`src/rtl/core/rlcq_pkg.sv`:
```
// ----------------------------------------------------------------------------
// rlcq_pkg
// Types and codes for the receive line command queue.
// ----------------------------------------------------------------------------
package rlcq_pkg;

	localparam int SLOT_COUNT_DEF = 8;
	localparam int SLOT_BYTES_DEF = 32;

	localparam logic [7:0] LINE_END = 8'h0D;
	localparam logic [7:0] BYTE_ZERO = 8'h00;
	localparam logic [3:0] WAIT_MAX = 4'd15;

	localparam logic [1:0] REQ_BYTE    = 2'd0;
	localparam logic [1:0] REQ_PEEK    = 2'd1;
	localparam logic [1:0] REQ_RELEASE = 2'd2;

	localparam logic [2:0] ST_STORED    = 3'd0;
	localparam logic [2:0] ST_LINE_DONE = 3'd1;
	localparam logic [2:0] ST_LINE_STOP = 3'd2;
	localparam logic [2:0] ST_DROPPED   = 3'd3;
	localparam logic [2:0] ST_NONE      = 3'd4;
	localparam logic [2:0] ST_WAITING   = 3'd5;
	localparam logic [2:0] ST_RELEASED  = 3'd6;
	localparam logic [2:0] ST_REJECTED  = 3'd7;

	typedef enum logic [1:0] {
		FSM_IDLE,
		FSM_CLEAR,
		FSM_PEEK,
		FSM_SWEEP
	} fsm_t;

	typedef struct packed {
		logic [1:0] req_type;
		logic [7:0] rx_byte;
		logic [4:0] byte_index;
		logic [3:0] release_slot;
	} req_t;

	typedef struct packed {
		logic [2:0] status;
		logic [2:0] head_slot;
		logic [7:0] data_byte;
		logic [3:0] pending_count;
		logic       receiver_stopped;
	} rsp_t;

endpackage

```
`src/rtl/core/rx_line_command_queue.sv`:
```
// ----------------------------------------------------------------------------
// rx_line_command_queue
// Ring of line slots that collects received bytes into command lines.
// ----------------------------------------------------------------------------
// A beat on req is taken when start is high and busy is low; its result shows
// on rsp for one cycle with done high and cannot be held off. A received byte
// returns its result on the next cycle and busy stays low. A peek passes
// through the synchronous read of the slot memory, then the PEEK state that
// returns the byte. A valid release returns its result on the next cycle but
// holds busy while the named slot is zeroed one byte per cycle through the
// single memory write port. After reset, busy is high while the whole slot
// memory is cleared.
// ----------------------------------------------------------------------------
module rx_line_command_queue #(
	parameter int SLOT_COUNT = rlcq_pkg::SLOT_COUNT_DEF,
	parameter int SLOT_BYTES = rlcq_pkg::SLOT_BYTES_DEF
) (
	input  logic           clk,
	input  logic           arst_n,
	input  logic           start,
	output logic           busy,
	input  rlcq_pkg::req_t req,
	output logic           done,
	output rlcq_pkg::rsp_t rsp
);

	localparam int DEPTH = SLOT_COUNT * SLOT_BYTES;
	localparam int SW = $clog2(SLOT_COUNT);
	localparam int PW = $clog2(SLOT_BYTES);
	localparam int AW = $clog2(DEPTH);

	logic [7:0] mem [DEPTH];
	logic [7:0] rd_q;

	rlcq_pkg::fsm_t state_q, state_d;
	logic [SW-1:0]  fill_q, fill_d;
	logic [SW-1:0]  read_q, read_d;
	logic [PW-1:0]  pos_q, pos_d;
	logic [3:0]     wait_q, wait_d;
	logic           stop_q, stop_d;
	logic [AW-1:0]  swp_addr_q, swp_addr_d;
	logic [AW-1:0]  swp_end_q, swp_end_d;
	logic           hit_q, hit_d;
	logic           done_q, done_d;
	rlcq_pkg::rsp_t rsp_q, rsp_d;

	logic           we;
	logic [AW-1:0]  waddr;
	logic [7:0]     wdata;
	logic [AW-1:0]  raddr;

	logic [SW-1:0]  fill_nxt;
	logic [SW-1:0]  read_nxt;
	logic [SW-1:0]  rel_slot;
	logic [AW-1:0]  fill_addr;
	logic [AW-1:0]  peek_addr;
	logic [AW-1:0]  rel_base;
	logic           accept;

	assign accept    = start && (state_q == rlcq_pkg::FSM_IDLE);
	assign fill_nxt  = (fill_q == SW'(SLOT_COUNT - 1)) ? '0 : fill_q + 1'b1;
	assign read_nxt  = (read_q == SW'(SLOT_COUNT - 1)) ? '0 : read_q + 1'b1;
	assign rel_slot  = SW'(req.release_slot);
	assign fill_addr = AW'(fill_q) * AW'(SLOT_BYTES) + AW'(pos_q);
	assign peek_addr = AW'(read_q) * AW'(SLOT_BYTES) + AW'(req.byte_index);
	assign rel_base  = AW'(rel_slot) * AW'(SLOT_BYTES);
	assign raddr     = peek_addr;

	always_comb begin
		state_d    = state_q;
		fill_d     = fill_q;
		read_d     = read_q;
		pos_d      = pos_q;
		wait_d     = wait_q;
		stop_d     = stop_q;
		swp_addr_d = swp_addr_q;
		swp_end_d  = swp_end_q;
		hit_d      = hit_q;
		done_d     = 1'b0;
		rsp_d      = rsp_q;
		we         = 1'b0;
		waddr      = fill_addr;
		wdata      = req.rx_byte;

		unique case (state_q)
			rlcq_pkg::FSM_CLEAR, rlcq_pkg::FSM_SWEEP: begin
				we    = 1'b1;
				waddr = swp_addr_q;
				wdata = rlcq_pkg::BYTE_ZERO;
				swp_addr_d = swp_addr_q + 1'b1;
				if (swp_addr_q == swp_end_q) begin
					state_d = rlcq_pkg::FSM_IDLE;
				end
			end
			rlcq_pkg::FSM_PEEK: begin
				done_d = 1'b1;
				rsp_d.data_byte = hit_q ? rd_q : rlcq_pkg::BYTE_ZERO;
				state_d = rlcq_pkg::FSM_IDLE;
			end
			default: begin
				if (accept) begin
					done_d = 1'b1;
					rsp_d.data_byte = rlcq_pkg::BYTE_ZERO;
					rsp_d.status = rlcq_pkg::ST_REJECTED;
					unique case (req.req_type)
						rlcq_pkg::REQ_BYTE: begin
							if (stop_q) begin
								rsp_d.status = rlcq_pkg::ST_DROPPED;
							end else if (req.rx_byte == rlcq_pkg::LINE_END) begin
								we    = 1'b1;
								wdata = rlcq_pkg::BYTE_ZERO;
								if (wait_q != rlcq_pkg::WAIT_MAX) begin
									wait_d = wait_q + 1'b1;
								end
								rsp_d.status = rlcq_pkg::ST_LINE_DONE;
								if (fill_nxt == read_q) begin
									stop_d = 1'b1;
									rsp_d.status = rlcq_pkg::ST_LINE_STOP;
								end
								fill_d = fill_nxt;
								pos_d  = '0;
							end else begin
								we    = 1'b1;
								pos_d = (pos_q == PW'(SLOT_BYTES - 1)) ? '0 : pos_q + 1'b1;
								rsp_d.status = rlcq_pkg::ST_STORED;
							end
						end
						rlcq_pkg::REQ_PEEK: begin
							done_d  = 1'b0;
							state_d = rlcq_pkg::FSM_PEEK;
							if ((read_q != fill_q) || stop_q) begin
								rsp_d.status = rlcq_pkg::ST_WAITING;
								hit_d = (32'(req.byte_index) < SLOT_BYTES);
							end else begin
								rsp_d.status = rlcq_pkg::ST_NONE;
								hit_d = 1'b0;
							end
						end
						rlcq_pkg::REQ_RELEASE: begin
							if (32'(req.release_slot) < SLOT_COUNT) begin
								if (wait_q != 4'd0) begin
									wait_d = wait_q - 1'b1;
								end
								read_d     = read_nxt;
								stop_d     = 1'b0;
								swp_addr_d = rel_base;
								swp_end_d  = rel_base + AW'(SLOT_BYTES - 1);
								state_d    = rlcq_pkg::FSM_SWEEP;
								rsp_d.status = rlcq_pkg::ST_RELEASED;
							end
						end
						default: begin
							rsp_d.status = rlcq_pkg::ST_REJECTED;
						end
					endcase
					rsp_d.head_slot        = 3'(read_d);
					rsp_d.pending_count    = wait_d;
					rsp_d.receiver_stopped = stop_d;
				end
			end
		endcase
	end

	always_ff @(posedge clk or negedge arst_n) begin
		if (!arst_n) begin
			state_q    <= rlcq_pkg::FSM_CLEAR;
			fill_q     <= '0;
			read_q     <= '0;
			pos_q      <= '0;
			wait_q     <= '0;
			stop_q     <= 1'b0;
			swp_addr_q <= '0;
			swp_end_q  <= AW'(DEPTH - 1);
			hit_q      <= 1'b0;
			done_q     <= 1'b0;
		end else begin
			state_q    <= state_d;
			fill_q     <= fill_d;
			read_q     <= read_d;
			pos_q      <= pos_d;
			wait_q     <= wait_d;
			stop_q     <= stop_d;
			swp_addr_q <= swp_addr_d;
			swp_end_q  <= swp_end_d;
			hit_q      <= hit_d;
			done_q     <= done_d;
		end
	end

	always_ff @(posedge clk) begin
		rsp_q <= rsp_d;
	end

	always_ff @(posedge clk) begin
		if (we) begin
			mem[waddr] <= wdata;
		end
		rd_q <= mem[raddr];
	end

	assign busy = (state_q != rlcq_pkg::FSM_IDLE);
	assign done = done_q;
	assign rsp  = rsp_q;

endmodule
```
`config.mk`:
```
export PLATFORM = sky130hd
export DESIGN_NAME = rx_line_command_queue
export DESIGN_NICKNAME = d
export VERILOG_FILES = /design/src/rtl/core/rlcq_pkg.sv /design/src/rtl/core/rx_line_command_queue.sv
export SDC_FILE = /design/constraint.sdc
export NUM_CORES = 2
export LEC_CHECK = 0
export BUFFER_PORTS_ARGS = -buffer_cell sky130_fd_sc_hd__buf_2
export CORE_ASPECT_RATIO = 1.5
export CORE_MARGIN = 5
export CORE_UTILIZATION = 52
export CTS_CLUSTER_SIZE = 14
export DETAILED_ROUTE_END_ITERATION = 7
export GPL_TIMING_DRIVEN = 0
export PLACE_DENSITY = 0.65
export SKIP_LAST_GASP = 1
export SYNTH_ARGS = -nofsm -noshare
export SYNTH_HDL_FRONTEND = slang
export SYNTH_SLANG_ARGS = --single-unit
```
`constraint.sdc`:
```
create_clock -name clk -period 10.3 [get_ports clk]
set_clock_uncertainty 0.05 [all_clocks]
set_input_delay 1.03 -clock clk [delete_from_list [all_inputs] [get_ports clk]]
set_output_delay 1.03 -clock clk [all_outputs]
set_load 0.02 [all_outputs]
```
Yosys cells after proc, flatten, opt, wreduce, memory -nomap -nowiden
Memory sizes are Yosys's and may differ from the RTL's. A register that Yosys moved wholly into a read port is not among the register bits.
Cells that the tools add are included.
{"block": "totals", "ff_bits": 55, "ramBits": 2048, "input_bits": 22, "output_inout_bits": 21, "wordCells": 118, "memories": 1}
{"block": "op_classes", "add_sub_neg": 9, "order_cmp": 1, "n_eq_ne": 15, "muxes": 51, "bitwise_logic": 4, "n_reduce_logical": 22}
{"name": "mem", "words": 256, "word_bits": 8, "rd": 1, "rd_clocked_by_memory_dff": 1, "wr": 1, "line": "rx_line_command_queue.sv:32", "rtl": "logic [7:0] mem [DEPTH];"}
{"cell": "$mux 8", "count": 9}
{"cell": "$pmux 8 s2", "count": 3}
{"cell": "$mux 4", "count": 5}
{"cell": "$mux 3", "count": 6}
{"cell": "$add 8x5->8", "count": 2}
{"cell": "$reduce_and 4->1", "count": 4}
{"cell": "$mux 1", "count": 14}
{"cell": "$mux 13", "count": 1}
{"cell": "$mux 5", "count": 2}
{"cell": "$reduce_bool 2->1", "count": 5}
{"cell": "$pmux 3 s3", "count": 1}
{"cell": "$add 8x1->8 const B", "count": 1}
{"cell": "$add 8x5->8 const B", "count": 1}
{"cell": "$eq 8x4->1 const B", "count": 1}
{"cell": "$eq 8x8->1", "count": 1}
{"cell": "$mux 2", "count": 4}
{"cell": "$ne 4x4->1 const B", "count": 2}
{"cell": "$pmux 2 s2", "count": 2}
{"cell": "$pmux 4 s2", "count": 1}
{"cell": "$reduce_bool 4->1", "count": 2}
{"cell": "$add 3x1->3 const B", "count": 2}
{"cell": "$eq 2x2->1 const B", "count": 3}
{"cell": "$eq 3x3->1 const B", "count": 2}
{"cell": "$pmux 1 s2", "count": 3}
{"cell": "19 further kinds", "count": 25}

Logic depth before layout (Yosys ltp)
{"block": "logic_depth", "word_depth": 9, "ltp_mapped": 13, "mapped_depth_nobuf": 9}

Worst setup path after synthesis
No wires, ideal clock.
{"block": "synth_timing", "kind": "register -> register", "start": "reg state_q[0]", "end": "mem mem[0][1] (data pin)", "setup_ns": 1.446, "arrival_time_ns": 7.202, "required_time_ns": 8.804, "path_slack_ns": 1.601, "path_stages_with_launch": 5, "path_buffers": 3, "period_less_slack_ns": 8.699, "path_cell_list": "dfstp_2 clkbuf_1 clkbuf_1 clkbuf_1 nor2b_1"}
{"block": "synth_between", "elab_chain_cells": 4, "word_cells_on_any_way": 8, "cone_classes": "3 x eq/ne; 2 x mux; 3 x reduce/logical"}
{"element": "from (decl)", "line": "rx_line_command_queue.sv:35", "rtl": "rlcq_pkg::fsm_t state_q, state_d;"}
{"element": "from (signal assigned)", "line": "rx_line_command_queue.sv:166", "rtl": "state_q <= rlcq_pkg::FSM_CLEAR;"}
{"element": "from (signal assigned)", "line": "rx_line_command_queue.sv:177", "rtl": "state_q <= state_d;"}
{"element": "$logic_not 2->1", "line": "rx_line_command_queue.sv:60", "rtl": "assign accept = start && (state_q == rlcq_pkg::FSM_IDLE);"}
{"element": "$logic_and 1x1->1", "line": "rx_line_command_queue.sv:60"}
{"element": "$mux 8", "line": "rx_line_command_queue.sv:101", "rtl": "if (accept) begin"}
{"element": "$pmux 8 s2 *", "line": "rx_line_command_queue.sv:85", "rtl": "unique case (state_q)"}
{"element": "named net wdata[1]", "line": "rx_line_command_queue.sv:49", "rtl": "logic [7:0] wdata;"}
{"element": "to (decl)", "line": "rx_line_command_queue.sv:32"}
Mark *: on every way through the listed nets, which the timed path passes. The rest lies on a longest branch.

Worst setup path after layout
{"block": "layout_timing", "start": "in req[6] (netlist bit)", "end": "reg rd_q[4] (read register of mem)"}
{"block": "layout_between", "elab_chain_cells": 1}
{"element": "from (decl)", "line": "rx_line_command_queue.sv:22", "rtl": "input rlcq_pkg::req_t req,"}
{"element": "$add 8x5->8", "line": "rx_line_command_queue.sv:65", "rtl": "assign peek_addr = AW'(read_q) * AW'(SLOT_BYTES) + AW'(req.byte_index);"}
{"element": "to (decl)", "line": "rx_line_command_queue.sv:33", "rtl": "logic [7:0] rd_q;"}
No other way between the ends.
A chain may end at the register's enable or synchronous reset.

==> flow_results.org <==
** Outcome
- The flow ran to the end, but the final reports show violations.
- The final reports fail on max-capacitance violations, max-slew violations.

** Worst setup path
- Critical path buffer and inverter count :: 6
- Reg2reg end :: rd_q[4]
- Data arrives at the worst endpoint at 6.01 ns.
- STA classifies the critical path startpoint as an input port.
- By instance count, the cell type seen most on the critical path is sky130_fd_sc_hd__buf_2.
- Across all register-to-register paths, the minimum setup slack is 5.45 ns.
- Critical Path Max Stage Delay :: 1.03 ns
- The largest individual stage delay along the critical path comes from the cell sky130_fd_sc_hd__clkbuf_1.
- Crit path cell chain :: buf_2 -> buf_2 -> buf_2 -> buf_2 -> buf_2 -> clkbuf_1 -> a32oi_1 -> o22ai_1 -> o21ai_0 -> nor3_1
- The number of cells on the worst reg-to-reg path is 8.
- CP startpoint :: req[6]
- Category of the worst setup path capture point :: flip-flop
- Broken down by cell family, the worst path's largest delay share belongs to buffers and inverters.
- The startpoint identified for the worst register-to-register timing path is read_q[2].
- Worst setup path class :: input port to flip-flop
- CP required :: 10.90 ns
- Critical Path Fanout Max :: 10

** Synthesis
- Count of warnings emitted by yosys :: 0
- In this run, distinct cell masters in the synthesized netlist total 70.
- Gate count after technology mapping :: 4130
- Cell taking the most area after synthesis :: sky130_fd_sc_hd__edfxtp_1
- Avg Synthesized Cell Area :: 19.97 um^2
- The cell area that synthesis handed to floorplanning was 0.08247 mm^2.
- Post-synthesis async set-or-reset flop share :: 0.01472
- Counting flops with a built-in enable in the synthesized netlist gives 2067.
- Of the post-synthesis cell area, the dominant cell type holds 0.7526.
- Share of the yosys chip area belonging to registers :: 0.7640
- By instance count, the leading cell after synthesis is sky130_fd_sc_hd__edfxtp_1.
- Synthesis inferred 2106 register bits.
- Most used flip-flop cell after synthesis :: sky130_fd_sc_hd__edfxtp_1
- The number of nets in the synthesized netlist is 4165.
- Sorting the synthesized cells by how often they occur yields 2067 x sky130_fd_sc_hd__edfxtp_1, 422 x sky130_fd_sc_hd__mux4_2, 303 x sky130_fd_sc_hd__nor2_1.
- Leading post-synthesis cells by cell area :: sky130_fd_sc_hd__edfxtp_1 75%, sky130_fd_sc_hd__mux4_2 12%, sky130_fd_sc_hd__mux2i_1 2.3%

** Global route
- Initial antenna violation count :: 13
- Entering global routing, the biggest net connects 91 pins.
- Vias in the first global route :: 44180
- For this run, the total global-route usage over all layers was measured as 0.3191.
- The first global-routing pass estimated 361800 um of wire.
- Grt total ovfl :: 0

** Cells and area
- The filler cells instantiated in the layout total 11700.
- The area growth from synthesis to layout is 11.67%.
- Fraction of final layout cells sized beyond drive strength 1 :: 0.2099
- The final layout contains 4446 nets.

** Clock network
- Max H-tree Level :: 4
- Post-cts sizing count :: 0
- Count of buffers added by post-CTS timing repair for setup :: 0
- Clock tree from TritonCTS :: yes
- TritonCTS buffer count :: 186
- The tree built by TritonCTS fans out to 2106 sinks.
- Clock-pin slew was measured on the worst setup and hold paths at 0.06 ns.
- Insertion delay of the later-clocked pin in the worst-skew pair :: 0.85 ns
- Maximum clock path buffer count :: 3
- For this design, the CTS-stage hold fixing added 0 buffers.
- The tree is rooted in a sky130_fd_sc_hd__clkbuf_16.

** STA
- The final-report max-slew violation count came to 11.
- Sum of negative setup slack :: 0 ns
- The worst pin sits at a relative slew slack of -0.02335.
- Counting I/O delays and the setup requirement, the final critical path takes 5.405 ns.
- The hold violation count in the final report is 0.
- Setup repair after global routing left no endpoint under its margin.
- Setup violations remaining at the end of the flow were counted as 0.
- Of the available clock period, the critical path in the final layout requires 0.5247.
- Worst Max-Slew Pin Slew :: 1.535 ns
- For this run, the top clock speed supported by timing is 185.0 MHz.

** Drt
- Final wirelength :: 267800 um
- In the final routed layout, each cell accounts on average for 40.38 um.
- Initial DRC count :: 7039
- Post-detailed-route via-to-cell ratio :: 6.764
- Before antenna repair, the detailed router went through 8 iterations.
- Via Count :: 44870
- In the routed design, unresolved DRC markers number 0.
- The detail route stage leaves a number of antenna-violating nets equal to 0.

** Floorplan
- The die covers 0.1668 mm^2.
- The core region is 0.1581 mm^2.
- The initial utilization of the core area, before any placement, comes to 0.5216.
- The floorplan has 179 rows.
- Die width :: 335.2 um
- Die outline height :: 497.7 um
- For this design the top-level I/O count stands at 43.

** Power
- Summed over all cells, the static leakage comes to 29.50 nW.
- The completed layout was analyzed and its total power is 20.04 mW.
- Across the VDD grid, the largest voltage drop is 0.2048 mV.
- Power per cell area :: 217.6 mW/mm^2

** Worst hold path
- Classification of the worst-slack hold path :: input port to async pin

** Place
- Sum of net half-perimeters after detailed placement :: 184500 um
- Port buffering added 41 buffers.
- Routability-driven placement finished with a final weighted congestion of 0.9963.

** Job
- The tool flagged a number of max-cap violations equal to 1.
[worst max-delay path by stage]
stage / depth (start not counted) / to
2_1_floorplan: 4 / mem[0][1]
3_5_place_dp: 10 / rd_q[4]
3_3_place_gp: 2 / mem[210][5]
4_1_cts: 10 / rd_q[4]
5_1_grt: 10 / rd_q[0]
6_report: 10 / rd_q[4]
[cell usage in the layout (no fill, tap or decap), types with 21 or more instances in the layout]
| cell | n |
|---|---|
| sky130_fd_sc_hd__o221ai_1 | 36 |
| sky130_fd_sc_hd__mux4_2 | 422 |
| sky130_fd_sc_hd__buf_2 | 109 |
| sky130_fd_sc_hd__edfxtp_1 | 2067 |
| sky130_fd_sc_hd__inv_1 | 29 |
| sky130_fd_sc_hd__buf_12 | 30 |
| sky130_fd_sc_hd__nor3_1 | 35 |
| sky130_fd_sc_hd__dfrtp_1 | 27 |
| sky130_fd_sc_hd__o21ai_0 | 51 |
| sky130_fd_sc_hd__a21oi_1 | 109 |
| sky130_fd_sc_hd__clkinv_1 | 38 |
| sky130_fd_sc_hd__mux2i_1 | 188 |
| sky130_fd_sc_hd__buf_6 | 40 |
| sky130_fd_sc_hd__clkbuf_16 | 191 |
| sky130_fd_sc_hd__nand2_1 | 139 |
| sky130_fd_sc_hd__nand3_1 | 21 |
| sky130_fd_sc_hd__o22ai_1 | 40 |
| sky130_fd_sc_hd__clkinv_2 | 29 |
| sky130_fd_sc_hd__clkbuf_1 | 140 |
| sky130_fd_sc_hd__a22oi_1 | 119 |
| sky130_fd_sc_hd__nor2_1 | 303 |
| sky130_fd_sc_hd__buf_4 | 31 |
[registers in the layout, indices dropped and copies added (netlist names)]
register	count
swp_addr_q	8
state_q	2
read_q	3
mem	2048
hit_q	1
rd_q	8
wait_q	4
swp_end_q	3
fill_q	3
rsp	19
stop_q	1
pos_q	5
done	1
[power breakdown]
| part | leakage (nW) | internal, mW | switching (mW) |
|---|---|---|---|
| Combinational | 7.14 | 0.729 | 2.34 |
| Clock | 2.77 | 3.61 | 3.09 |
| Sequential | 19.6 | 10.2 | 0.0810 |
[final cells by class]
type,instances,area [um^2],share of cell area
repair buffers,93,1262,0.01371
diodes,3,7.507,0.00008152
multi-input cells,1751,18040,0.1959
clock buffers,241,4997,0.05426
flip-flops and latches,2106,63010,0.6842
inverters,30,112.6,0.001223
plain buffers,243,1425,0.01548
well taps,2081,2604,0.02827
clock inverters,85,634.4,0.006888
[per-stage QoR]
| stage | hold slack (ns) | setup WS (ns) | cells | utilization | cell area [um^2] |
|---|---|---|---|---|---|
| 2_1_floorplan | 0.3955 | 1.601 | 4130 | - | 82470 |
| 3_3_place_gp | 0.4095 | -7.136 | 6252 | 0.5393 | 85280 |
| 3_5_place_dp | 0.4104 | 4.432 | 6304 | 0.5468 | 86450 |
| 4_1_cts | 0.1878 | 5.304 | 6630 | 0.5824 | 92080 |
| 5_1_grt | 0.2442 | 5.269 | 6631 | 0.5824 | 92090 |
| 6_report | 0.2152 | 4.895 | 6633 | 0.5824 | 92090 |
[per-layer routing]
layer  track usage  up-vias  part of all wire
li1              -    17540                 -
met1        0.3790    23220              0.32
met2        0.5122     3256              0.48
met3       0.06949      851              0.10
met4        0.2407        2             0.099
met5             0        -          0.000026
[cell families after synthesis]
kind of cell,after synthesis,synth area share
flops,2106,0.7640
compound gates,480,0.04011
fa+ha+maj,13,0.001972
xor+xnor,19,0.002018
mux,626,0.1402
buf+inv,273,0.01854
simple gates,613,0.03307
Power figures use the tool's default switching activity.
